--- src/hdl/rrwt_pkg.sv ---
// ============================================================================
// rrwt_pkg: shared types and constants for the round-robin wait time block
// Field widths, sequencer states and the shared ALU op codes and flags.
// ============================================================================
`default_nettype none

package rrwt_pkg;

   // Field widths
   localparam int BURST_W   = 16;
   localparam int INDEX_W   = 5;
   localparam int WAIT_W    = 21;
   localparam int TOTAL_W   = 26;
   localparam int ALU_W     = 26;

   // Defaults
   localparam int              MAX_PROCS_DEFAULT = 32;
   localparam logic [BURST_W-1:0] QUANTUM_RESET  = 16'd1;

   // Sequencer states
   typedef enum logic [3:0] {
      ST_LOAD,
      ST_SIM_RD,
      ST_SIM_SUB,
      ST_SIM_ADD,
      ST_SIM_FIN,
      ST_SIM_NEXT,
      ST_OUT_RD,
      ST_OUT_TURN,
      ST_OUT_TOTW,
      ST_OUT_TOTT,
      ST_OUT_SEND
   } rrwt_state_type;

   // Shared ALU operations
   typedef enum logic {
      ALU_ADD,
      ALU_SUB
   } alu_op_type;

   // Shared ALU status
   typedef struct packed {
      logic borrow;
      logic zero;
   } alu_flags_type;

endpackage : rrwt_pkg

`default_nettype wire

--- src/hdl/rrwt_ifs.sv ---
// ============================================================================
// rrwt_ifs: valid/ready channels of the round-robin wait time block
// Burst input, per-process result output and quantum register write.
// ============================================================================
`default_nettype none

// Burst input channel
interface rrwt_req_if import rrwt_pkg::*; ();
   logic               valid;
   logic               ready;
   logic [BURST_W-1:0] burst;
   logic               last;

   modport source (output valid, output burst, output last, input ready);
   modport sink   (input valid, input burst, input last, output ready);
endinterface : rrwt_req_if

// Per-process result channel
interface rrwt_rsp_if import rrwt_pkg::*; ();
   logic               valid;
   logic               ready;
   logic [INDEX_W-1:0] process_index;
   logic [WAIT_W-1:0]  waiting_time;
   logic [WAIT_W-1:0]  turnaround_time;
   logic [TOTAL_W-1:0] total_waiting;
   logic [TOTAL_W-1:0] total_turnaround;
   logic               dropped;
   logic               final_res;

   modport source (output valid, output process_index, output waiting_time,
                   output turnaround_time, output total_waiting,
                   output total_turnaround, output dropped, output final_res,
                   input ready);
   modport sink   (input valid, input process_index, input waiting_time,
                   input turnaround_time, input total_waiting,
                   input total_turnaround, input dropped, input final_res,
                   output ready);
endinterface : rrwt_rsp_if

// Quantum register write channel
interface rrwt_csr_if import rrwt_pkg::*; ();
   logic               valid;
   logic               ready;
   logic [BURST_W-1:0] time_quantum;

   modport source (output valid, output time_quantum, input ready);
   modport sink   (input valid, input time_quantum, output ready);
endinterface : rrwt_csr_if

`default_nettype wire

--- src/hdl/rrwt_ram.sv ---
// ============================================================================
// rrwt_ram: generic simple dual-port RAM
// One write port, one read port with registered read data.
// ============================================================================
`default_nettype none

module rrwt_ram #(
   parameter int WIDTH = 16,
   parameter int DEPTH = 32,
   localparam int AW   = (DEPTH > 1) ? $clog2(DEPTH) : 1
) (
   input  wire logic             clock,
   input  wire logic             wr_en,
   input  wire logic [AW-1:0]    wr_addr,
   input  wire logic [WIDTH-1:0] wr_data,
   input  wire logic [AW-1:0]    rd_addr,
   output logic      [WIDTH-1:0] rd_data
);

   logic [WIDTH-1:0] mem_ff [DEPTH];

   // Write port
   always_ff @(posedge clock) begin
      if (wr_en) begin
         mem_ff[wr_addr] <= wr_data;
      end
   end

   // Registered read port
   always_ff @(posedge clock) begin
      rd_data <= mem_ff[rd_addr];
   end

endmodule : rrwt_ram

`default_nettype wire

--- src/hdl/rrwt_alu.sv ---
// ============================================================================
// rrwt_alu: shared add/subtract unit
// One adder shared by the add and subtract steps of the round-robin sequencer.
// ============================================================================
`default_nettype none

module rrwt_alu import rrwt_pkg::*; (
   input  wire logic [ALU_W-1:0] a,
   input  wire logic [ALU_W-1:0] b,
   input  wire alu_op_type       op,
   output logic      [ALU_W-1:0] result,
   output alu_flags_type         flags
);

   logic [ALU_W:0] sum;

   // Add or subtract with carry out as borrow
   always_comb begin
      case (op)
         ALU_ADD: sum = {1'b0, a} + {1'b0, b};
         ALU_SUB: sum = {1'b0, a} - {1'b0, b};
         default: sum = {1'b0, a} + {1'b0, b};
      endcase
   end

   assign result       = sum[ALU_W-1:0];
   assign flags.borrow = (op == ALU_SUB) && sum[ALU_W];
   assign flags.zero   = (sum[ALU_W-1:0] == '0);

endmodule : rrwt_alu

`default_nettype wire

--- src/hdl/round_robin_wait_times.sv ---
// ============================================================================
// round_robin_wait_times: round-robin scheduling wait time calculator
// Loads bursts, simulates round-robin service and streams per-process times.
// ============================================================================
// Loading: one burst transaction per cycle while ready.
// Simulation after the last transaction, per process and pass: RD, SUB, NEXT
// if finished, with ADD for a partial slice and ADD, FIN for the finishing
// slice; passes run ceil(largest burst / quantum) times plus one closing pass
// with all done. Results: RD, TURN, TOTW, TOTT, then SEND held under output
// stall; ready returns after the final result. Synchronous active-high reset
// clears counters and state, sets the quantum to 1; memories need no clearing.
`default_nettype none

module round_robin_wait_times import rrwt_pkg::*; #(
   parameter int MAX_PROCS = MAX_PROCS_DEFAULT
) (
   input wire logic clock,
   input wire logic reset,
   rrwt_req_if.sink   req_if,
   rrwt_rsp_if.source rsp_if,
   rrwt_csr_if.sink   csr_if
);

   localparam int AW = (MAX_PROCS > 1) ? $clog2(MAX_PROCS) : 1;
   localparam int CW = $clog2(MAX_PROCS + 1);
   localparam int TW = BURST_W + $clog2(MAX_PROCS);

   rrwt_state_type     state_ff, state_in;
   logic [CW-1:0]      cnt_ff, cnt_in;
   logic [AW-1:0]      idx_ff, idx_in;
   logic               busy_ff, busy_in;
   logic               overflow_ff, overflow_in;
   logic               finishing_ff, finishing_in;
   logic [BURST_W-1:0] quantum_ff;
   logic [BURST_W-1:0] step_ff, step_in;
   logic [TW-1:0]      elapsed_ff, elapsed_in;
   logic [TW-1:0]      wait_ff, wait_in;
   logic [TW-1:0]      turn_ff, turn_in;
   logic [TOTAL_W-1:0] tot_w_ff, tot_w_in;
   logic [TOTAL_W-1:0] tot_t_ff, tot_t_in;

   logic [BURST_W-1:0] quantum;
   logic               req_acc;
   logic               load_we;
   logic               idx_last;

   logic [AW-1:0]      wr_addr;
   logic               rem_we;
   logic [BURST_W-1:0] rem_wdata;
   logic               fin_we;
   logic [TW-1:0]      fin_wdata;
   logic [BURST_W-1:0] orig_rd;
   logic [BURST_W-1:0] rem_rd;
   logic [TW-1:0]      fin_rd;

   logic [ALU_W-1:0]   alu_a, alu_b, alu_res;
   alu_op_type         alu_op;
   alu_flags_type      alu_flags;

   logic [31:0]        idx_ext;
   logic [ALU_W-1:0]   wait_ext, turn_ext;

   // Effective quantum: zero acts as one
   assign quantum  = (quantum_ff == '0) ? BURST_W'(1) : quantum_ff;
   assign req_acc  = req_if.valid && req_if.ready;
   assign load_we  = req_acc && (cnt_ff < CW'(MAX_PROCS));
   assign idx_last = ((CW'(idx_ff) + CW'(1)) == cnt_ff);

   // Quantum register
   assign csr_if.ready = 1'b1;
   always_ff @(posedge clock) begin
      if (reset) begin
         quantum_ff <= QUANTUM_RESET;
      end else if (csr_if.valid) begin
         quantum_ff <= csr_if.time_quantum;
      end
   end

   // Burst memories
   assign wr_addr   = (state_ff == ST_LOAD) ? cnt_ff[AW-1:0] : idx_ff;
   assign rem_we    = load_we || ((state_ff == ST_SIM_SUB) && (rem_rd != '0));
   assign fin_we    = load_we || (state_ff == ST_SIM_FIN);
   assign rem_wdata = (state_ff == ST_LOAD) ? req_if.burst :
                      (finishing_in ? '0 : alu_res[BURST_W-1:0]);
   assign fin_wdata = (state_ff == ST_LOAD) ? '0 : alu_res[TW-1:0];

   rrwt_ram #(.WIDTH(BURST_W), .DEPTH(MAX_PROCS)) u_orig_ram (
      .clock   (clock),
      .wr_en   (load_we),
      .wr_addr (cnt_ff[AW-1:0]),
      .wr_data (req_if.burst),
      .rd_addr (idx_ff),
      .rd_data (orig_rd)
   );

   rrwt_ram #(.WIDTH(BURST_W), .DEPTH(MAX_PROCS)) u_rem_ram (
      .clock   (clock),
      .wr_en   (rem_we),
      .wr_addr (wr_addr),
      .wr_data (rem_wdata),
      .rd_addr (idx_ff),
      .rd_data (rem_rd)
   );

   rrwt_ram #(.WIDTH(TW), .DEPTH(MAX_PROCS)) u_fin_ram (
      .clock   (clock),
      .wr_en   (fin_we),
      .wr_addr (wr_addr),
      .wr_data (fin_wdata),
      .rd_addr (idx_ff),
      .rd_data (fin_rd)
   );

   // Shared adder
   rrwt_alu u_alu (
      .a      (alu_a),
      .b      (alu_b),
      .op     (alu_op),
      .result (alu_res),
      .flags  (alu_flags)
   );

   // Select adder operands by step
   always_comb begin
      alu_a  = '0;
      alu_b  = '0;
      alu_op = ALU_ADD;
      case (state_ff)
         ST_SIM_SUB: begin
            alu_a  = ALU_W'(rem_rd);
            alu_b  = ALU_W'(quantum);
            alu_op = ALU_SUB;
         end
         ST_SIM_ADD: begin
            alu_a = ALU_W'(elapsed_ff);
            alu_b = ALU_W'(step_ff);
         end
         ST_SIM_FIN: begin
            alu_a  = ALU_W'(elapsed_ff);
            alu_b  = ALU_W'(orig_rd);
            alu_op = ALU_SUB;
         end
         ST_OUT_TURN: begin
            alu_a = ALU_W'(orig_rd);
            alu_b = ALU_W'(fin_rd);
         end
         ST_OUT_TOTW: begin
            alu_a = ALU_W'(tot_w_ff);
            alu_b = ALU_W'(wait_ff);
         end
         ST_OUT_TOTT: begin
            alu_a = ALU_W'(tot_t_ff);
            alu_b = ALU_W'(turn_ff);
         end
         default: begin
            alu_a  = '0;
            alu_b  = '0;
            alu_op = ALU_ADD;
         end
      endcase
   end

   // Hold state and counters
   always_ff @(posedge clock) begin
      if (reset) begin
         state_ff    <= ST_LOAD;
         cnt_ff      <= '0;
         idx_ff      <= '0;
         busy_ff     <= 1'b0;
         overflow_ff <= 1'b0;
      end else begin
         state_ff    <= state_in;
         cnt_ff      <= cnt_in;
         idx_ff      <= idx_in;
         busy_ff     <= busy_in;
         overflow_ff <= overflow_in;
      end
   end

   // Datapath registers
   always_ff @(posedge clock) begin
      finishing_ff <= finishing_in;
      step_ff      <= step_in;
      elapsed_ff   <= elapsed_in;
      wait_ff      <= wait_in;
      turn_ff      <= turn_in;
      tot_w_ff     <= tot_w_in;
      tot_t_ff     <= tot_t_in;
   end

   // Sequencer: next state and datapath updates
   always_comb begin
      state_in     = state_ff;
      cnt_in       = cnt_ff;
      idx_in       = idx_ff;
      busy_in      = busy_ff;
      overflow_in  = overflow_ff;
      finishing_in = finishing_ff;
      step_in      = step_ff;
      elapsed_in   = elapsed_ff;
      wait_in      = wait_ff;
      turn_in      = turn_ff;
      tot_w_in     = tot_w_ff;
      tot_t_in     = tot_t_ff;
      case (state_ff)
         ST_LOAD: begin
            if (req_acc) begin
               if (load_we) begin
                  cnt_in = cnt_ff + CW'(1);
               end else begin
                  overflow_in = 1'b1;
               end
               if (req_if.last) begin
                  state_in   = ST_SIM_RD;
                  idx_in     = '0;
                  busy_in    = 1'b0;
                  elapsed_in = '0;
                  tot_w_in   = '0;
                  tot_t_in   = '0;
               end
            end
         end
         ST_SIM_RD: begin
            state_in = ST_SIM_SUB;
         end
         ST_SIM_SUB: begin
            // Skip finished processes, else take one slice
            if (rem_rd == '0) begin
               state_in = ST_SIM_NEXT;
            end else begin
               busy_in = 1'b1;
               if (!alu_flags.borrow && !alu_flags.zero) begin
                  finishing_in = 1'b0;
                  step_in      = quantum;
               end else begin
                  finishing_in = 1'b1;
                  step_in      = rem_rd;
               end
               state_in = ST_SIM_ADD;
            end
         end
         ST_SIM_ADD: begin
            elapsed_in = alu_res[TW-1:0];
            state_in   = finishing_ff ? ST_SIM_FIN : ST_SIM_NEXT;
         end
         ST_SIM_FIN: begin
            state_in = ST_SIM_NEXT;
         end
         ST_SIM_NEXT: begin
            // Advance index, start a new pass or move to results
            if (idx_last) begin
               idx_in = '0;
               if (busy_ff) begin
                  busy_in  = 1'b0;
                  state_in = ST_SIM_RD;
               end else begin
                  state_in = ST_OUT_RD;
               end
            end else begin
               idx_in   = idx_ff + AW'(1);
               state_in = ST_SIM_RD;
            end
         end
         ST_OUT_RD: begin
            state_in = ST_OUT_TURN;
         end
         ST_OUT_TURN: begin
            wait_in  = fin_rd;
            turn_in  = alu_res[TW-1:0];
            state_in = ST_OUT_TOTW;
         end
         ST_OUT_TOTW: begin
            tot_w_in = alu_res[TOTAL_W-1:0];
            state_in = ST_OUT_TOTT;
         end
         ST_OUT_TOTT: begin
            tot_t_in = alu_res[TOTAL_W-1:0];
            state_in = ST_OUT_SEND;
         end
         ST_OUT_SEND: begin
            // Hold the result until taken, then drop the set after the last
            if (rsp_if.ready) begin
               if (idx_last) begin
                  idx_in      = '0;
                  cnt_in      = '0;
                  overflow_in = 1'b0;
                  elapsed_in  = '0;
                  state_in    = ST_LOAD;
               end else begin
                  idx_in   = idx_ff + AW'(1);
                  state_in = ST_OUT_RD;
               end
            end
         end
         default: begin
            state_in = ST_LOAD;
         end
      endcase
   end

   // Handshakes and result fields
   assign req_if.ready = (state_ff == ST_LOAD);
   assign rsp_if.valid = (state_ff == ST_OUT_SEND);

   assign idx_ext  = 32'(idx_ff);
   assign wait_ext = ALU_W'(wait_ff);
   assign turn_ext = ALU_W'(turn_ff);

   assign rsp_if.process_index    = idx_ext[INDEX_W-1:0];
   assign rsp_if.waiting_time     = wait_ext[WAIT_W-1:0];
   assign rsp_if.turnaround_time  = turn_ext[WAIT_W-1:0];
   assign rsp_if.total_waiting    = tot_w_ff;
   assign rsp_if.total_turnaround = tot_t_ff;
   assign rsp_if.dropped          = overflow_ff;
   assign rsp_if.final_res        = idx_last;

   // Checks
   a_no_load_while_out: assert property (@(posedge clock) disable iff (reset)
      !(req_if.ready && rsp_if.valid))
      else $error("input ready while a result is pending");

   a_cnt_bound: assert property (@(posedge clock) disable iff (reset)
      cnt_ff <= CW'(MAX_PROCS))
      else $error("loaded count beyond capacity");

   a_idx_in_set: assert property (@(posedge clock) disable iff (reset)
      (state_ff != ST_LOAD) |-> (CW'(idx_ff) < cnt_ff))
      else $error("process index outside the loaded set");

   a_empty_after_final: assert property (@(posedge clock) disable iff (reset)
      (rsp_if.valid && rsp_if.ready && rsp_if.final_res) |=>
         (cnt_ff == '0 && !overflow_ff && req_if.ready))
      else $error("set not cleared after the final result");

   a_elapsed_step: assert property (@(posedge clock) disable iff (reset)
      (state_ff == ST_SIM_ADD) |=>
         (elapsed_ff == TW'($past(elapsed_ff) + TW'($past(step_ff)))))
      else $error("elapsed time not advanced by the slice");

endmodule : round_robin_wait_times

`default_nettype wire

--- src/flat_wrapper.sv ---
// flat-port wrapper written by rule: the top's interface ports become plain ports
module round_robin_wait_times_flat import rrwt_pkg::*;
#(
   parameter int MAX_PROCS = MAX_PROCS_DEFAULT
)
  (clock, reset, req_if_valid, req_if_burst, req_if_last, req_if_ready, rsp_if_valid, rsp_if_process_index, rsp_if_waiting_time, rsp_if_turnaround_time, rsp_if_total_waiting, rsp_if_total_turnaround, rsp_if_dropped, rsp_if_final_res, rsp_if_ready, csr_if_valid, csr_if_time_quantum, csr_if_ready);
  rrwt_req_if req_if_i ();
  rrwt_rsp_if rsp_if_i ();
  rrwt_csr_if csr_if_i ();
  input wire logic clock;
  input wire logic reset;
  input wire logic [$bits(req_if_i.valid)-1:0] req_if_valid;
  input wire logic [$bits(req_if_i.burst)-1:0] req_if_burst;
  input wire logic [$bits(req_if_i.last)-1:0] req_if_last;
  output wire logic [$bits(req_if_i.ready)-1:0] req_if_ready;
  output wire logic [$bits(rsp_if_i.valid)-1:0] rsp_if_valid;
  output wire logic [$bits(rsp_if_i.process_index)-1:0] rsp_if_process_index;
  output wire logic [$bits(rsp_if_i.waiting_time)-1:0] rsp_if_waiting_time;
  output wire logic [$bits(rsp_if_i.turnaround_time)-1:0] rsp_if_turnaround_time;
  output wire logic [$bits(rsp_if_i.total_waiting)-1:0] rsp_if_total_waiting;
  output wire logic [$bits(rsp_if_i.total_turnaround)-1:0] rsp_if_total_turnaround;
  output wire logic [$bits(rsp_if_i.dropped)-1:0] rsp_if_dropped;
  output wire logic [$bits(rsp_if_i.final_res)-1:0] rsp_if_final_res;
  input wire logic [$bits(rsp_if_i.ready)-1:0] rsp_if_ready;
  input wire logic [$bits(csr_if_i.valid)-1:0] csr_if_valid;
  input wire logic [$bits(csr_if_i.time_quantum)-1:0] csr_if_time_quantum;
  output wire logic [$bits(csr_if_i.ready)-1:0] csr_if_ready;
  assign req_if_i.valid = req_if_valid;
  assign req_if_i.burst = req_if_burst;
  assign req_if_i.last = req_if_last;
  assign req_if_ready = req_if_i.ready;
  assign rsp_if_valid = rsp_if_i.valid;
  assign rsp_if_process_index = rsp_if_i.process_index;
  assign rsp_if_waiting_time = rsp_if_i.waiting_time;
  assign rsp_if_turnaround_time = rsp_if_i.turnaround_time;
  assign rsp_if_total_waiting = rsp_if_i.total_waiting;
  assign rsp_if_total_turnaround = rsp_if_i.total_turnaround;
  assign rsp_if_dropped = rsp_if_i.dropped;
  assign rsp_if_final_res = rsp_if_i.final_res;
  assign rsp_if_i.ready = rsp_if_ready;
  assign csr_if_i.valid = csr_if_valid;
  assign csr_if_i.time_quantum = csr_if_time_quantum;
  assign csr_if_ready = csr_if_i.ready;
  round_robin_wait_times #(.MAX_PROCS(MAX_PROCS)) u_core (.clock(clock), .reset(reset), .req_if(req_if_i), .rsp_if(rsp_if_i), .csr_if(csr_if_i));
endmodule
--- config.mk ---
export PLATFORM = sky130hd
export DESIGN_NAME = round_robin_wait_times_flat
export DESIGN_NICKNAME = d
export VERILOG_FILES = /design/src/hdl/rrwt_pkg.sv /design/src/hdl/rrwt_ifs.sv /design/src/hdl/rrwt_ram.sv /design/src/hdl/rrwt_alu.sv /design/src/hdl/round_robin_wait_times.sv /design/src/flat_wrapper.sv
export SDC_FILE = /design/constraint.sdc
export NUM_CORES = 2
export LEC_CHECK = 0
export BUFFER_PORTS_ARGS = -buffer_cell sky130_fd_sc_hd__clkbuf_2
export CORE_ASPECT_RATIO = 1.75
export CORE_UTILIZATION = 50
export DETAILED_ROUTE_END_ITERATION = 7
export PLACE_DENSITY = 0.66
export REMOVE_ABC_BUFFERS = 1
export SLEW_MARGIN = 20
export SYNTH_ARGS = -nofsm -noshare
export SYNTH_HDL_FRONTEND = slang
export SYNTH_HIERARCHICAL = 1
export SYNTH_SLANG_ARGS = --single-unit
--- constraint.sdc ---
create_clock -name clock -period 17.74 [get_ports clock]
set_input_delay 3.548 -clock clock [delete_from_list [all_inputs] [get_ports clock]]
set_output_delay 3.548 -clock clock [all_outputs]
set_load 0.005 [all_outputs]
==> flow_summary.json <==
{
  "outcome": "complete, no violations",
  "ys_seq_area_frac": 0.727,
  "via_count": 44100,
  "max_slew.worst_pin.slew_ps": 1200,
  "post_route_setup_tns_ps": 0,
  "overall_global_routing_resource_usage": 0.268,
  "remaining_drc_errors": 0,
  "num_rows": 191,
  "via_count_of_the_first_global_routing_pass": 43800,
  "yosysWarningCount": 6,
  "maximum_fanout_along_the_worst_path": 47,
  "peakVddDrop_v": 0.0000814,
  "number_of_flops_mapped_to_enable_cells_by_yosys": 1827,
  "slew_headroom": 0.194,
  "clock_skew_ps": 68.6,
  "min_path_cells": 0,
  "drtPass1Iterations": 7,
  "grt_antenna_before_repair": 5,
  "clock_sinks": 1914,
  "slowest_delay_ps": 790,
  "detailedRoute.firstIterationViolations": 4301,
  "wirelength_um": 213000,
  "num-nets-final": 5048,
  "endpoint_kind": "flip-flop",
  "r2r.worst_path.cells": 25,
  "synth_area_um2": 77900,
  "maxcap_viol_count": 0,
  "cts.path.max_buffers": 4,
  "start_util": 0.504,
  "synth_async_sr_flop_share": 0,
  "synth_cell_types": 89,
  "clock_insertion_delay_at_the_later_pin_of_the_skew_report_ps": 830,
  "maxClockFrequency_mhz": 117,
  "cp.depth": 25,
  "routed_via_density": 6.19,
  "buffer_ports.inserted": 140,
  "layout_worst_path_cycle_share": 0.482,
  "worst_ep_required_time_ps": 18130,
  "fp.dieArea_um2": 157000,
  "num-fill-cells": 12100,
  "timing.final.hold_violations": 0,
  "postSynthCellCount": 4792,
  "ioPinCount": 142,
  "timing_max_transition_violations_final": 0,
  "post_route_cells_drive_above_1_share": 0.126,
  "static-leakage-power_nw": 27.1,
  "die_h_um": 524,
  "cp_data_arrival_time_ps": 8940,
  "tritoncts.num_buffers": 171,
  "die_width_um": 300,
  "ys_dominant_reg_cell": "sky130_fd_sc_hd__edfxtp_1",
  "synth_top_area_share": 0.704,
  "cts_htree_levels": 4,
  "route.detailed.wl_per_inst_um": 29.9,
  "avgSynthCellArea_um2": 16.3,
  "timing.hold.worst.class": "reg2reg",
  "design_power_total_w": 0.00953,
  "core_region_area_um2": 155000,
  "cts.hold.buffers_added": 0,
  "pin_count_of_the_biggest_net_entering_global_routing": 138,
  "timing.critical_path.from_type": "flip-flop",
  "cts.repair_timing.setup_buffer_count": 0,
  "critPathSlowestCell": "sky130_fd_sc_hd__nor4b_1",
  "grt_setup_unrepaired": "no",
  "global_route.overflow_total": 0,
  "finish.utilization": 0.556,
  "grt_first_pass_wirelength_um": 302000,
  "place_congestion": 0.900,
  "period_minus_slack_ps": 8550,
  "place.detailed.hpwl_um": 135000,
  "critPathBufInv": 3,
  "tritoncts": "built",
  "synth.area.top_cells": "sky130_fd_sc_hd__edfxtp_1, sky130_fd_sc_hd__mux2i_1, sky130_fd_sc_hd__a22oi_1, sky130_fd_sc_hd__dfxtp_1, sky130_fd_sc_hd__a22o_1",
  "critical_setup_path_class": "reg2reg",
  "worst_setup_hold_path_clk_slew_ps": 70,
  "layout-area-overhead-vs-synth_pct": 10.3,
  "setup_viol": 0,
  "clock_tree.root_cell": "sky130_fd_sc_hd__clkbuf_16",
  "cts.repair.resized": 0,
  "worst_path_dominant_cell_family": "simple AND/OR/NAND/NOR gates",
  "detail-route-antenna-nets": 0,
  "critical_path.most_common_cell": "sky130_fd_sc_hd__buf_4",
  "synth_seq_cells": 1914,
  "post-synth-top-area-cell": "sky130_fd_sc_hd__edfxtp_1",
  "power.density_cell_area_nw_per_um2": 111
}
stage by stage:
step	std cells	cell area [um2]	setup WS, ps	hold slack, ps
5_1_grt	7131	85900	8600	448
4_1_cts	7130	85900	9290	448
2_1_floorplan	4513	76000	-17960	409
6_report	7132	85900	9190	443
3_5_place_dp	6833	80700	9360	428
3_3_place_gp	6833	80700	9410	420
worst reg2reg max path: stages (launching register included):
cell and delay, ps:
sky130_fd_sc_hd__dfxtp_1 690, sky130_fd_sc_hd__nand2b_1 290, sky130_fd_sc_hd__nor3_2 60, sky130_fd_sc_hd__buf_4 340, sky130_fd_sc_hd__a222oi_1 410, sky130_fd_sc_hd__o211ai_1 230
sky130_fd_sc_hd__nor4b_1 790, sky130_fd_sc_hd__and2_1 330, sky130_fd_sc_hd__nand2_1 160, sky130_fd_sc_hd__nor4_1 550, sky130_fd_sc_hd__nor2_1 110, sky130_fd_sc_hd__xnor2_1 160
sky130_fd_sc_hd__ha_1 340, sky130_fd_sc_hd__nand4_1 140, sky130_fd_sc_hd__nor2_1 80, sky130_fd_sc_hd__a211oi_1 280, sky130_fd_sc_hd__xnor2_1 190, sky130_fd_sc_hd__or3_1 400
sky130_fd_sc_hd__or4_1 570, sky130_fd_sc_hd__or4_1 510, sky130_fd_sc_hd__nor4_2 170, sky130_fd_sc_hd__nor2_2 70, sky130_fd_sc_hd__buf_4 220, sky130_fd_sc_hd__a21oi_2 180
sky130_fd_sc_hd__buf_4 430, sky130_fd_sc_hd__o21ai_2 430
logic make-up (layout without fill, tap and decap cells):
| kind of cell | Yosys count | in the layout | share of synthesized area |
|---|---|---|---|
| and+or+nand+nor | 852 | 852 | 0.0551 |
| DFF | 1914 | 1914 | 0.727 |
| adders and majority gates | 30 | 30 | 0.00492 |
| buffers and inverters | 333 | 633 | 0.0274 |
| AOI/OAI and AO/OA | 724 | 724 | 0.0659 |
| muxes | 882 | 882 | 0.114 |
| other | 2 | 16 | 0.0000964 |
| xor gates and xnor gates | 55 | 55 | 0.00628 |
report_power, final:
| group | internal [W] | leakage (nW) | switching (W) |
|---|---|---|---|
| Clock | 0.00194 | 2.54 | 0.00157 |
| Sequential | 0.00521 | 17.5 | 0.0000580 |
| Combinational | 0.000173 | 7.05 | 0.000580 |
layout make-up:
class                           count  area, um2  share of cell area
Inverter                           42        158             0.00183
Clock buffer                      235       4700              0.0547
Tap cell                         2026       2530              0.0295
Timing Repair Buffer              294       1890              0.0220
Sequential cell                  1914      56600               0.659
Antenna cell                        2       5.00           0.0000583
Clock inverter                     62        495             0.00577
Multi-Input combinational cell   2557      19500               0.227
cells in the mapped netlist, types with 8 or more instances:
master and n:
sky130_fd_sc_hd__nand2b_1 16, sky130_fd_sc_hd__nor2_1 169, sky130_fd_sc_hd__ha_1 29, sky130_fd_sc_hd__buf_4 49
sky130_fd_sc_hd__nand3b_1 19, sky130_fd_sc_hd__or3b_2 9, sky130_fd_sc_hd__buf_8 15, sky130_fd_sc_hd__a22oi_1 290
sky130_fd_sc_hd__o21ai_0 40, sky130_fd_sc_hd__a222oi_1 11, sky130_fd_sc_hd__nor3_1 65, sky130_fd_sc_hd__buf_2 54
sky130_fd_sc_hd__clkbuf_1 114, sky130_fd_sc_hd__nand3_1 150, sky130_fd_sc_hd__buf_1 8, sky130_fd_sc_hd__inv_1 40
sky130_fd_sc_hd__a22o_1 112, sky130_fd_sc_hd__nand2_1 197, sky130_fd_sc_hd__and3_1 59, sky130_fd_sc_hd__mux2_2 16
sky130_fd_sc_hd__and2_1 34, sky130_fd_sc_hd__nor2b_1 15, sky130_fd_sc_hd__edfxtp_1 1827, sky130_fd_sc_hd__buf_12 11
sky130_fd_sc_hd__nor4_1 16, sky130_fd_sc_hd__a21oi_1 143, sky130_fd_sc_hd__dfxtp_1 87, sky130_fd_sc_hd__buf_6 37
sky130_fd_sc_hd__a31oi_1 64, sky130_fd_sc_hd__nand4_1 62, sky130_fd_sc_hd__mux2i_1 866, sky130_fd_sc_hd__xor2_1 15
sky130_fd_sc_hd__xnor2_1 39
state kept, by name (all words and copies together), names as in the netlist, 6 cells and up:
register / flops
u_core/u_orig_ram/mem_ff: 512
u_core/rsp_if.total_turnaround: 26
u_core/elapsed_ff: 21
u_core/u_rem_ram/rd_data: 16
u_core/rsp_if.waiting_time: 21
u_core/rsp_if.turnaround_time: 21
u_core/u_rem_ram/mem_ff: 512
u_core/u_orig_ram/rd_data: 16
u_core/quantum_ff: 16
u_core/step_ff: 16
u_core/cnt_ff: 6
u_core/u_fin_ram/rd_data: 21
u_core/u_fin_ram/mem_ff: 672
u_core/rsp_if.total_waiting: 26
worst paths after layout:
kind,startpoint,end,slack [ps]
max,u_core/state_ff[2],u_core/u_rem_ram/mem_ff[5][10],9190
min,u_core/u_fin_ram/rd_data[0],u_core/rsp_if.waiting_time[0],440
max reg2reg,u_core/state_ff[2],u_core/u_rem_ram/mem_ff[5][10],9190
min reg2reg,u_core/u_fin_ram/rd_data[0],u_core/rsp_if.waiting_time[0],440
per-layer routing:
metal,vias up,share of wire,track usage
li1,19200,-,-
met1,22500,0.36,0.309
met2,1896,0.52,0.475
met3,531,0.068,0.0446
met4,6,0.058,0.142
met5,-,0.00011,0
placed cells by master (no fill, tap or decap), drive strengths merged, types with 14 or more instances in the layout:
| cell | Yosys | layout |
|---|---|---|
| a22o | 112 | 112 |
| nand2 | 197 | 197 |
| nor2b | 15 | 15 |
| a21oi | 143 | 143 |
| nand2b | 16 | 16 |
| nand3 | 150 | 150 |
| clkbuf | 117 | 375 |
| dfxtp | 87 | 87 |
| nand3b | 19 | 19 |
| xor2 | 16 | 16 |
| mux2i | 866 | 866 |
| and2 | 36 | 36 |
| clkinv | 0 | 48 |
| conb | 2 | 14 |
| nor2 | 171 | 171 |
| nor3 | 67 | 67 |
| xnor2 | 39 | 39 |
| inv | 42 | 47 |
| edfxtp | 1827 | 1827 |
| a31oi | 64 | 64 |
| buf | 174 | 154 |
| nor4 | 17 | 17 |
| nand4 | 62 | 62 |
| ha | 29 | 29 |
| and3 | 59 | 59 |
| o21ai | 44 | 44 |
| mux2 | 16 | 16 |
| a22oi | 290 | 290 |
No activity file was read; power rests on OpenSTA's default activity.
